## config.mk

```make
export PLATFORM = sky130hd
export DESIGN_NAME = im2col_padded_patch_gather_top
export DESIGN_NICKNAME = d
export VERILOG_FILES = /design/src/hdl/im2col_pkg.sv /design/src/hdl/im2col_ctrl.sv /design/src/hdl/im2col_dp.sv /design/src/hdl/im2col_padded_patch_gather_top.sv
export SDC_FILE = /design/constraint.sdc
export NUM_CORES = 2
export LEC_CHECK = 0
export ABC_AREA = 1
export BUFFER_PORTS_ARGS = -buffer_cell sky130_fd_sc_hd__buf_2
export CAP_MARGIN = 30
export CORE_UTILIZATION = 44
export CTS_BUF_LIST = sky130_fd_sc_hd__clkbuf_2 sky130_fd_sc_hd__clkbuf_4 sky130_fd_sc_hd__clkbuf_8
export CTS_CLUSTER_SIZE = 30
export DETAILED_ROUTE_END_ITERATION = 8
export GPL_ROUTABILITY_DRIVEN = 0
export GPL_TIMING_DRIVEN = 0
export PLACE_DENSITY = 0.66
export SYNTH_ARGS = -nofsm -noshare
export SYNTH_HDL_FRONTEND = slang
export SYNTH_SLANG_ARGS = --single-unit
```

## constraint.sdc

```tcl
create_clock -name clk -period 14.7 [get_ports clk]
set_clock_uncertainty 0.2 [all_clocks]
set_input_delay 0.735 -clock clk [delete_from_list [all_inputs] [get_ports clk]]
set_output_delay 0.735 -clock clk [all_outputs]
set_load 0.01 [all_outputs]
```

## src/hdl/im2col_pkg.sv

```systemverilog
// Shared types, codes and constants for the im2col patch gather block.
// No dependencies; every other file in hdl/ refers to this package by scoped names.
package im2col_pkg;

    // Default largest kernel height or width
    localparam int MAX_KERNEL_DEF = 7;

    // Bytes cleared by the zero tail command
    localparam logic [15:0] TAIL_BYTES = 16'd32;

    // Signed width of an input coordinate: output coordinate times stride, minus padding,
    // plus the dilated kernel offset
    localparam int COORD_W = 26;

    // Register indexes on the configuration port
    typedef enum logic [2:0] {
        CFG_KERNEL_SHAPE = 3'd0,
        CFG_WINDOW_STEP  = 3'd1,
        CFG_PAD_OFFSETS  = 3'd2,
        CFG_INPUT_EXTENT = 3'd3,
        CFG_PIXEL_BYTES  = 3'd4,
        CFG_ROW_BYTES    = 3'd5,
        CFG_COPY_BYTES   = 3'd6,
        CFG_PAD_BYTE     = 3'd7
    } cfg_index_t;

    // Command kinds
    localparam logic [1:0] KIND_COPY = 2'd0;
    localparam logic [1:0] KIND_FILL = 2'd1;
    localparam logic [1:0] KIND_TAIL = 2'd2;

    // One output pixel request
    typedef struct packed {
        logic [31:0] source_base;
        logic [31:0] patch_base;
        logic [15:0] output_row;
        logic [15:0] output_col;
        logic [15:0] channel_offset;
    } request_t;

    // One copy command
    typedef struct packed {
        logic [1:0]         command_kind;
        logic [31:0]        read_address;
        logic [31:0]        write_address;
        logic [15:0]        byte_count;
        logic signed [7:0]  fill_value;
        logic               last;
    } result_t;

    // Controller states
    typedef enum logic [3:0] {
        ST_IDLE,
        ST_MUL_V,
        ST_MUL_H,
        ST_MUL_ROW_ADDR,
        ST_MUL_COL_ADDR,
        ST_MUL_ROW_STEP,
        ST_MUL_COL_STEP,
        ST_TAP,
        ST_TAIL
    } state_t;

    // Shared multiplier operand selection
    typedef enum logic [2:0] {
        MUL_V,
        MUL_H,
        MUL_ROW_ADDR,
        MUL_COL_ADDR,
        MUL_ROW_STEP,
        MUL_COL_STEP
    } mul_sel_t;

    // Controller to datapath
    typedef struct packed {
        logic     load;
        logic     mul_en;
        mul_sel_t mul_sel;
        logic     tap;
        logic     tail;
    } ctrl_cmd_t;

    // Datapath to controller
    typedef struct packed {
        logic kernel_empty;
        logic row_end;
        logic last_row;
    } dp_status_t;

endpackage

```

## src/hdl/im2col_ctrl.sv

```systemverilog
// Controller state machine of the im2col patch gather: setup steps, tap walk, tail.
// Depends on im2col_pkg.
module im2col_ctrl
(
    input  logic                    clk,
    input  logic                    rst_n,
    input  logic                    start,
    input  im2col_pkg::dp_status_t  status,
    output im2col_pkg::ctrl_cmd_t   cmd,
    output logic                    busy
);

    im2col_pkg::state_t state_reg;
    im2col_pkg::state_t state_next;

    // Hold the current state
    always_ff @(posedge clk or negedge rst_n)
    begin
        if (!rst_n)
        begin
            state_reg <= im2col_pkg::ST_IDLE;
        end
        else
        begin
            state_reg <= state_next;
        end
    end

    // Advance through setup multiplies, then one tap per cycle (none for an empty kernel), then the tail
    always_comb
    begin
        state_next = state_reg;
        case (state_reg)
            im2col_pkg::ST_IDLE:
            begin
                if (start)
                begin
                    state_next = im2col_pkg::ST_MUL_V;
                end
            end
            im2col_pkg::ST_MUL_V:        state_next = im2col_pkg::ST_MUL_H;
            im2col_pkg::ST_MUL_H:        state_next = im2col_pkg::ST_MUL_ROW_ADDR;
            im2col_pkg::ST_MUL_ROW_ADDR: state_next = im2col_pkg::ST_MUL_COL_ADDR;
            im2col_pkg::ST_MUL_COL_ADDR: state_next = im2col_pkg::ST_MUL_ROW_STEP;
            im2col_pkg::ST_MUL_ROW_STEP: state_next = im2col_pkg::ST_MUL_COL_STEP;
            im2col_pkg::ST_MUL_COL_STEP:
            begin
                if (status.kernel_empty)
                begin
                    state_next = im2col_pkg::ST_TAIL;
                end
                else
                begin
                    state_next = im2col_pkg::ST_TAP;
                end
            end
            im2col_pkg::ST_TAP:
            begin
                if (status.row_end && status.last_row)
                begin
                    state_next = im2col_pkg::ST_TAIL;
                end
            end
            im2col_pkg::ST_TAIL:         state_next = im2col_pkg::ST_IDLE;
            default:                     state_next = im2col_pkg::ST_IDLE;
        endcase
    end

    // Drive datapath commands from the state
    always_comb
    begin
        cmd         = '0;
        cmd.mul_sel = im2col_pkg::MUL_V;
        busy        = 1'b1;
        case (state_reg)
            im2col_pkg::ST_IDLE:
            begin
                busy     = 1'b0;
                cmd.load = start;
            end
            im2col_pkg::ST_MUL_V:
            begin
                cmd.mul_en  = 1'b1;
                cmd.mul_sel = im2col_pkg::MUL_V;
            end
            im2col_pkg::ST_MUL_H:
            begin
                cmd.mul_en  = 1'b1;
                cmd.mul_sel = im2col_pkg::MUL_H;
            end
            im2col_pkg::ST_MUL_ROW_ADDR:
            begin
                cmd.mul_en  = 1'b1;
                cmd.mul_sel = im2col_pkg::MUL_ROW_ADDR;
            end
            im2col_pkg::ST_MUL_COL_ADDR:
            begin
                cmd.mul_en  = 1'b1;
                cmd.mul_sel = im2col_pkg::MUL_COL_ADDR;
            end
            im2col_pkg::ST_MUL_ROW_STEP:
            begin
                cmd.mul_en  = 1'b1;
                cmd.mul_sel = im2col_pkg::MUL_ROW_STEP;
            end
            im2col_pkg::ST_MUL_COL_STEP:
            begin
                cmd.mul_en  = 1'b1;
                cmd.mul_sel = im2col_pkg::MUL_COL_STEP;
            end
            im2col_pkg::ST_TAP:
            begin
                cmd.tap = 1'b1;
            end
            im2col_pkg::ST_TAIL:
            begin
                cmd.tail = 1'b1;
            end
            default:
            begin
                busy = 1'b1;
            end
        endcase
    end

endmodule

```

## src/hdl/im2col_dp.sv

```systemverilog
// Datapath of the im2col patch gather: configuration registers, shared multiplier,
// coordinate and address walkers, and the registered result. Depends on im2col_pkg.
module im2col_dp
#(
    parameter int MAX_KERNEL = im2col_pkg::MAX_KERNEL_DEF
)
(
    input  logic                    clk,
    input  logic                    rst_n,
    input  logic                    cfg_we,
    input  logic [2:0]              cfg_index,
    input  logic [31:0]             cfg_data,
    input  im2col_pkg::request_t    request,
    input  im2col_pkg::ctrl_cmd_t   cmd,
    output im2col_pkg::dp_status_t  status,
    output im2col_pkg::result_t     result,
    output logic                    result_strobe
);

    localparam int KW_W = $clog2(MAX_KERNEL + 1);
    localparam int CW   = im2col_pkg::COORD_W;

    // Configuration registers
    logic [15:0] kernel_shape_reg;
    logic [31:0] window_step_reg;
    logic [15:0] pad_offsets_reg;
    logic [31:0] input_extent_reg;
    logic [15:0] pixel_bytes_reg;
    logic [23:0] row_bytes_reg;
    logic [15:0] copy_bytes_reg;
    logic [7:0]  pad_byte_reg;

    // Request and walk state
    im2col_pkg::request_t   req_reg;
    logic signed [CW-1:0]   v_reg;
    logic signed [CW-1:0]   h_reg;
    logic signed [CW-1:0]   h0_reg;
    logic [31:0]            row_addr_reg;
    logic [31:0]            col_addr_reg;
    logic [31:0]            col_base_reg;
    logic [31:0]            row_step_reg;
    logic [31:0]            col_step_reg;
    logic [31:0]            wr_addr_reg;
    logic [KW_W-1:0]        i_reg;
    logic [KW_W-1:0]        j_reg;

    // Output stage
    im2col_pkg::result_t    result_reg;
    im2col_pkg::result_t    result_next;
    logic                   strobe_reg;

    logic [KW_W-1:0]        kh_eff;
    logic [KW_W-1:0]        kw_eff;
    logic [31:0]            mul_a;
    logic [31:0]            mul_b;
    logic [31:0]            mul_p;
    logic                   row_end;
    logic                   outside;
    logic                   v_out;
    logic                   h_out;
    logic signed [CW-1:0]   dv_s;
    logic signed [CW-1:0]   dh_s;

    // Write configuration registers
    always_ff @(posedge clk or negedge rst_n)
    begin
        if (!rst_n)
        begin
            kernel_shape_reg <= 16'h0101;
            window_step_reg  <= 32'h0101_0101;
            pad_offsets_reg  <= 16'h0000;
            input_extent_reg <= 32'h0001_0001;
            pixel_bytes_reg  <= 16'd1;
            row_bytes_reg    <= 24'd1;
            copy_bytes_reg   <= 16'd1;
            pad_byte_reg     <= 8'd0;
        end
        else if (cfg_we)
        begin
            case (im2col_pkg::cfg_index_t'(cfg_index))
                im2col_pkg::CFG_KERNEL_SHAPE: kernel_shape_reg <= cfg_data[15:0];
                im2col_pkg::CFG_WINDOW_STEP:  window_step_reg  <= cfg_data;
                im2col_pkg::CFG_PAD_OFFSETS:  pad_offsets_reg  <= cfg_data[15:0];
                im2col_pkg::CFG_INPUT_EXTENT: input_extent_reg <= cfg_data;
                im2col_pkg::CFG_PIXEL_BYTES:  pixel_bytes_reg  <= cfg_data[15:0];
                im2col_pkg::CFG_ROW_BYTES:    row_bytes_reg    <= cfg_data[23:0];
                im2col_pkg::CFG_COPY_BYTES:   copy_bytes_reg   <= cfg_data[15:0];
                im2col_pkg::CFG_PAD_BYTE:     pad_byte_reg     <= cfg_data[7:0];
                default:                      pad_byte_reg     <= pad_byte_reg;
            endcase
        end
    end

    // Saturate kernel dimensions
    assign kh_eff = (kernel_shape_reg[7:0] > 8'(MAX_KERNEL)) ? KW_W'(MAX_KERNEL)
                                                              : kernel_shape_reg[KW_W-1:0];
    assign kw_eff = (kernel_shape_reg[15:8] > 8'(MAX_KERNEL)) ? KW_W'(MAX_KERNEL)
                                                               : kernel_shape_reg[KW_W+7:8];

    assign dv_s = $signed({{(CW-8){1'b0}}, window_step_reg[23:16]});
    assign dh_s = $signed({{(CW-8){1'b0}}, window_step_reg[31:24]});

    // Select shared multiplier operands; only the low 32 product bits matter
    always_comb
    begin
        mul_a = '0;
        mul_b = '0;
        case (cmd.mul_sel)
            im2col_pkg::MUL_V:
            begin
                mul_a = {16'd0, req_reg.output_row};
                mul_b = {24'd0, window_step_reg[7:0]};
            end
            im2col_pkg::MUL_H:
            begin
                mul_a = {16'd0, req_reg.output_col};
                mul_b = {24'd0, window_step_reg[15:8]};
            end
            im2col_pkg::MUL_ROW_ADDR:
            begin
                mul_a = {{(32-CW){v_reg[CW-1]}}, v_reg};
                mul_b = {8'd0, row_bytes_reg};
            end
            im2col_pkg::MUL_COL_ADDR:
            begin
                mul_a = {{(32-CW){h0_reg[CW-1]}}, h0_reg};
                mul_b = {16'd0, pixel_bytes_reg};
            end
            im2col_pkg::MUL_ROW_STEP:
            begin
                mul_a = {24'd0, window_step_reg[23:16]};
                mul_b = {8'd0, row_bytes_reg};
            end
            im2col_pkg::MUL_COL_STEP:
            begin
                mul_a = {24'd0, window_step_reg[31:24]};
                mul_b = {16'd0, pixel_bytes_reg};
            end
            default:
            begin
                mul_a = '0;
                mul_b = '0;
            end
        endcase
    end

    assign mul_p = mul_a * mul_b;

    // Classify the current tap against the image bounds
    assign v_out   = v_reg[CW-1] || (v_reg[CW-2:0] >= (CW-1)'(input_extent_reg[15:0]));
    assign h_out   = h_reg[CW-1] || (h_reg[CW-2:0] >= (CW-1)'(input_extent_reg[31:16]));
    assign outside = v_out || h_out;
    assign row_end = (j_reg == KW_W'(kw_eff - 1'b1));

    // Latch the request, run setup products, walk the taps
    always_ff @(posedge clk)
    begin
        if (cmd.load)
        begin
            req_reg     <= request;
            wr_addr_reg <= request.patch_base;
            i_reg       <= '0;
            j_reg       <= '0;
        end
        else if (cmd.mul_en)
        begin
            case (cmd.mul_sel)
                im2col_pkg::MUL_V:
                begin
                    v_reg <= $signed(mul_p[CW-1:0] - {{(CW-8){1'b0}}, pad_offsets_reg[7:0]});
                end
                im2col_pkg::MUL_H:
                begin
                    h_reg  <= $signed(mul_p[CW-1:0] - {{(CW-8){1'b0}}, pad_offsets_reg[15:8]});
                    h0_reg <= $signed(mul_p[CW-1:0] - {{(CW-8){1'b0}}, pad_offsets_reg[15:8]});
                end
                im2col_pkg::MUL_ROW_ADDR:
                begin
                    row_addr_reg <= req_reg.source_base + {16'd0, req_reg.channel_offset} + mul_p;
                end
                im2col_pkg::MUL_COL_ADDR:
                begin
                    col_addr_reg <= mul_p;
                    col_base_reg <= mul_p;
                end
                im2col_pkg::MUL_ROW_STEP:
                begin
                    row_step_reg <= mul_p;
                end
                im2col_pkg::MUL_COL_STEP:
                begin
                    col_step_reg <= mul_p;
                end
                default:
                begin
                    col_step_reg <= col_step_reg;
                end
            endcase
        end
        else if (cmd.tap)
        begin
            wr_addr_reg <= wr_addr_reg + {16'd0, copy_bytes_reg};
            if (row_end)
            begin
                j_reg        <= '0;
                h_reg        <= h0_reg;
                col_addr_reg <= col_base_reg;
                i_reg        <= i_reg + 1'b1;
                v_reg        <= v_reg + dv_s;
                row_addr_reg <= row_addr_reg + row_step_reg;
            end
            else
            begin
                j_reg        <= j_reg + 1'b1;
                h_reg        <= h_reg + dh_s;
                col_addr_reg <= col_addr_reg + col_step_reg;
            end
        end
    end

    // Build the command for this cycle
    always_comb
    begin
        result_next               = '0;
        result_next.write_address = wr_addr_reg;
        if (cmd.tail)
        begin
            result_next.command_kind = im2col_pkg::KIND_TAIL;
            result_next.byte_count   = im2col_pkg::TAIL_BYTES;
            result_next.last         = 1'b1;
        end
        else
        begin
            result_next.byte_count = copy_bytes_reg;
            if (outside)
            begin
                result_next.command_kind = im2col_pkg::KIND_FILL;
                result_next.fill_value   = $signed(pad_byte_reg);
            end
            else
            begin
                result_next.command_kind = im2col_pkg::KIND_COPY;
                result_next.read_address = row_addr_reg + col_addr_reg;
            end
        end
    end

    // Register the command payload
    always_ff @(posedge clk)
    begin
        if (cmd.tap || cmd.tail)
        begin
            result_reg <= result_next;
        end
    end

    // Register the strobe
    always_ff @(posedge clk or negedge rst_n)
    begin
        if (!rst_n)
        begin
            strobe_reg <= 1'b0;
        end
        else
        begin
            strobe_reg <= cmd.tap || cmd.tail;
        end
    end

    assign status.kernel_empty = (kh_eff == '0) || (kw_eff == '0);
    assign status.row_end      = row_end;
    assign status.last_row     = (i_reg == KW_W'(kh_eff - 1'b1));
    assign result              = result_reg;
    assign result_strobe       = strobe_reg;

endmodule

```

## src/hdl/im2col_padded_patch_gather_top.sv

```systemverilog
// Top level of the im2col patch gather: ties the controller to the datapath.
// Depends on im2col_pkg, im2col_ctrl and im2col_dp.
//
//   channel   ports                                  transfer
//   config    cfg_we, cfg_index, cfg_data            cfg_we high at a rising edge
//   request   start, busy, request                   start high and busy low
//   result    result_strobe, result                  result_strobe high at a rising edge
//
// After a request is taken, setup steps compute the start coordinates, base addresses and
// steps on one shared multiplier, then one command leaves per kernel tap and one for the
// zero tail; each command is registered and appears in the cycle after it is formed. busy
// drops in the cycle the tail command is shown, so a new request can be taken then. Reset
// is asynchronous, active low, and restores the register defaults.
// The receiver takes every result as it comes; nothing stalls.
module im2col_padded_patch_gather_top
#(
    parameter int MAX_KERNEL = im2col_pkg::MAX_KERNEL_DEF
)
(
    input  logic                    clk,
    input  logic                    rst_n,
    input  logic                    cfg_we,
    input  logic [2:0]              cfg_index,
    input  logic [31:0]             cfg_data,
    input  logic                    start,
    input  im2col_pkg::request_t    request,
    output logic                    busy,
    output im2col_pkg::result_t     result,
    output logic                    result_strobe
);

    im2col_pkg::ctrl_cmd_t  cmd;
    im2col_pkg::dp_status_t status;

    // Sequence the work
    im2col_ctrl u_ctrl
    (
        .clk    (clk),
        .rst_n  (rst_n),
        .start  (start),
        .status (status),
        .cmd    (cmd),
        .busy   (busy)
    );

    // Compute addresses and commands
    im2col_dp
    #(
        .MAX_KERNEL (MAX_KERNEL)
    )
    u_dp
    (
        .clk           (clk),
        .rst_n         (rst_n),
        .cfg_we        (cfg_we),
        .cfg_index     (cfg_index),
        .cfg_data      (cfg_data),
        .request       (request),
        .cmd           (cmd),
        .status        (status),
        .result        (result),
        .result_strobe (result_strobe)
    );

    // An accepted request keeps the block busy through its setup
    a_start_busy: assert property (@(posedge clk) disable iff (!rst_n)
        (start && !busy) |=> busy)
        else $error("busy not raised after request transfer");

    // Busy only rises on a request transfer
    a_busy_rise: assert property (@(posedge clk) disable iff (!rst_n)
        $rose(busy) |-> $past(start))
        else $error("busy rose without a request");

    // The tail command ends the run
    a_tail_idle: assert property (@(posedge clk) disable iff (!rst_n)
        (result_strobe && result.last) |-> !busy)
        else $error("still busy when tail command shown");

    // Tap commands appear only inside a run
    a_tap_busy: assert property (@(posedge clk) disable iff (!rst_n)
        (result_strobe && !result.last) |-> busy)
        else $error("tap command outside a run");

endmodule
```

==> flow_summary.ini <==
[cts]
cts_tree = done
clk_latency_ns = 0.77
clk_pin_slew_ns = 0.07
clock_path_buffers = 3
cts_sinks = 612
cts_resized = 0
root_buffer = clkbuf_8
numCtsBuffers = 102
cts_max_level = 3

[route]
route.detailed.drc = 0
wire_per_inst_um = 20.67
drt_iter0_markers = 4086
drt-vias-per-instance = 5.384
drt-pass1-iter-count = 6
drt-total-wl_mm = 159.3
via_count = 41516
drtAntennaViolNets = 0

[timing]
finalHoldWorstSlack_ns = 0.05200
hold_viol_final = 0
fmax_mhz = 76.80
fin_crit_sh_pct = 88.58
setup_viol = 0
drv_slew = 0
finalCriticalPeriod_ns = 13.02
grt_setup_unrepaired = no
slew_headroom_pct = 18.01
tns_ns = 0
tightestPinTransition_ns = 1.230

[cells_and_area]
stdcell_count = 7711
drive_gt1_share_pct = 8.987
finalNetCount = 7010
largest_reg_flops = 91
syn2layout_area_growth_pct = 13.70
nFillCells = 10420

[die]
num_io_pins = 244
die_h_um = 335.9
start_util_pct = 44.32
die_x_um = 335.9
core_mm2 = 0.1107
rows = 122
die-area_mm2 = 0.1128

[placement]
dp_cells = 7426
portBuffers = 243
dp_hpwl_mm = 125.5

[synth]
ys_seq_elements = 612
syn_nets = 6542
netlist_instances = 5665
synth_area_mm2 = 0.04905
synthArstFlopShare_pct = 26.96
seq_area_frac_synth_pct = 35.69
synth_edf_count = 441
synth_ff_type = edfxtp_1
ys.warnings.count = 0
postSynthAreaPerCell_um2 = 8.658
synth_cell_types = 65

[run_status]
status = complete, no violations

[global_route]
gr-total-overflow = 0
grt_antenna_before_repair = 12
grt_pass1_vias = 41171
grt_max_degree = 121
grt_pass1_wl_mm = 240.6
grt_util_all_layers_pct = 28.36

[setup_path]
path_max_fanout = 39
worst_path_largest_cell_delay_ns = 0.65
cp_common_cell = nand2_1
critPathSlowestCell = clkinv_2
crit_type = reg2reg
worstPathArrival_ns = 13.32
cp.required_ns = 15.00
critPathLaunchType = flip-flop
end_kind = flip-flop

[job]
maxCapViolations = 0

[hold_path]
hp-class = in2reg
==> synthesized netlist by cell type (11+ instances only) <==
cell type	number	area share, %
nand2_1	1277	9.8
inv_1	1076	8.2
o21ai_0	442	4.5
edfxtp_1	441	27
fa_1	411	17
nor2_1	399	3.1
ha_1	315	8.0
a21oi_1	302	3.1
dfrtp_1	154	7.9
nand3_1	153	1.6
clkbuf_1	129	0.99
xor2_1	99	1.8
xnor2_1	54	0.96
nor3_1	50	0.51
nand4_1	35	0.45
a31oi_1	22	0.28
nand2_2	17	0.22
or2_2	17	0.22
o211ai_1	16	0.24
o21a_1	15	0.23
a21boi_0	14	0.21
a21o_1	14	0.21
a221oi_1	14	0.25
nand3b_1	13	0.20
o21ai_1	12	0.12
dfstp_2	11	0.59
nor4_1	11	0.14
==> stage by stage <==
step	utilization [%]	setup slack (ns)	instance area, um^2
6_report	50.39	1.679	55770
2_1_floorplan	-	3.992	49050
3_5_place_dp	47.55	1.750	52620
5_1_grt	50.39	1.136	55770
4_1_cts	50.37	1.784	55740
3_3_place_gp	47.10	-0.4787	52130
==> layout by cell type (no fill, tap or decap), types with 9 or more instances in the layout <==
master and count:
a21boi_0 14, a21o_1 14, a21oi_1 299, a221oi_1 14, a22oi_1 10, a31oi_1 22
buf_2 245, buf_4 17, clkbuf_1 127, clkbuf_4 33, clkbuf_8 121, clkinv_1 23
clkinv_2 13, dfrtp_1 154, dfstp_2 11, dlygate4sd3_1 90, edfxtp_1 441, fa_1 411
ha_1 315, inv_1 1076, inv_2 9, nand2_1 1275, nand2_2 18, nand3_1 153
nand3b_1 13, nand4_1 35, nor2_1 398, nor3_1 50, nor4_1 11, o211ai_1 16
o21a_1 15, o21ai_0 442, o21ai_1 12, or2_2 17, xnor2_1 54, xor2_1 98
==> cell families after synthesis <==
logic type	share of synthesized area, %
AO/OA/AOI/OAI	10.41
flip-flops	35.69
buffers and inverters	9.604
AND/OR/NAND/NOR	16.69
adder cells (fa/ha/maj)	24.81
XOR/XNOR	2.798
==> area by class of cell <==
type                            instances  area [um^2]  share of cell area, %
Antenna cell                            3        7.507                0.01346
Tap cell                             1488         1862                  3.339
Clock buffer                          153         1906                  3.417
Buffer                                146        604.3                  1.084
Clock inverter                         38        317.8                 0.5699
Inverter                             1095         4113                  7.375
Timing Repair Buffer                  364         2560                  4.590
Sequential cell                       612        17510                  31.39
Multi-Input combinational cell       3812        26890                  48.22
==> final timing paths <==
check | start | end | slack, ns | depth (start not counted)
worst max-delay path | u_ctrl.state_reg[2]$_DFFE_PN0P_ | u_dp.row_addr_reg[31]$_DFFE_PP_ | 1.68 | 49
worst min-delay path | request[68] | u_dp.wr_addr_reg[20]$_DFFE_PP_ | 0.05 | 3
worst max register to register | u_ctrl.state_reg[2]$_DFFE_PN0P_ | u_dp.row_addr_reg[31]$_DFFE_PP_ | 1.68 | 49
worst min register to register | u_dp.wr_addr_reg[9]$_DFFE_PP_ | u_dp.result[34]$_DFFE_PP_ | 0.26 | 0
max in group asynchronous | rst_n | u_dp.input_extent_reg[25]$_DFFE_PN0P_ | 13.09 | 3
min in group asynchronous | rst_n | u_dp.pad_byte_reg[1]$_DFFE_PN0P_ | 0.24 | 2
==> worst max-delay path, delay by kind of cell, from the launching register on <==
kind | cells | cell delay (ns)
and+or+nand+nor | 19 | 2.26
adders and majority gates | 10 | 4.12
DFF | 1 | 0.42
xor gates and xnor gates | 2 | 0.91
buffers and inverters | 12 | 3.07
AOI/OAI and AO/OA | 6 | 1.75
==> layer usage <==
layer / track usage, % / vias to the layer above / share of wire (%)
met5: 0 / - / 0.017
met4: 11.94 / 4 / 4.6
met3: 5.623 / 398 / 10
met2: 45.91 / 2117 / 46
met1: 37.05 / 19917 / 39
li1: - / 19080 / -
==> what timing repair did <==
item	4_1_cts	5_1_grt
endpoints found under the setup margin	0	0
buffers inserted	0	0
endpoints found under the hold margin	134	0
hold buffers	90	0
Power is not shown: default switching activity piles up to over one toggle a cycle in this logic, so the estimate is an artifact.
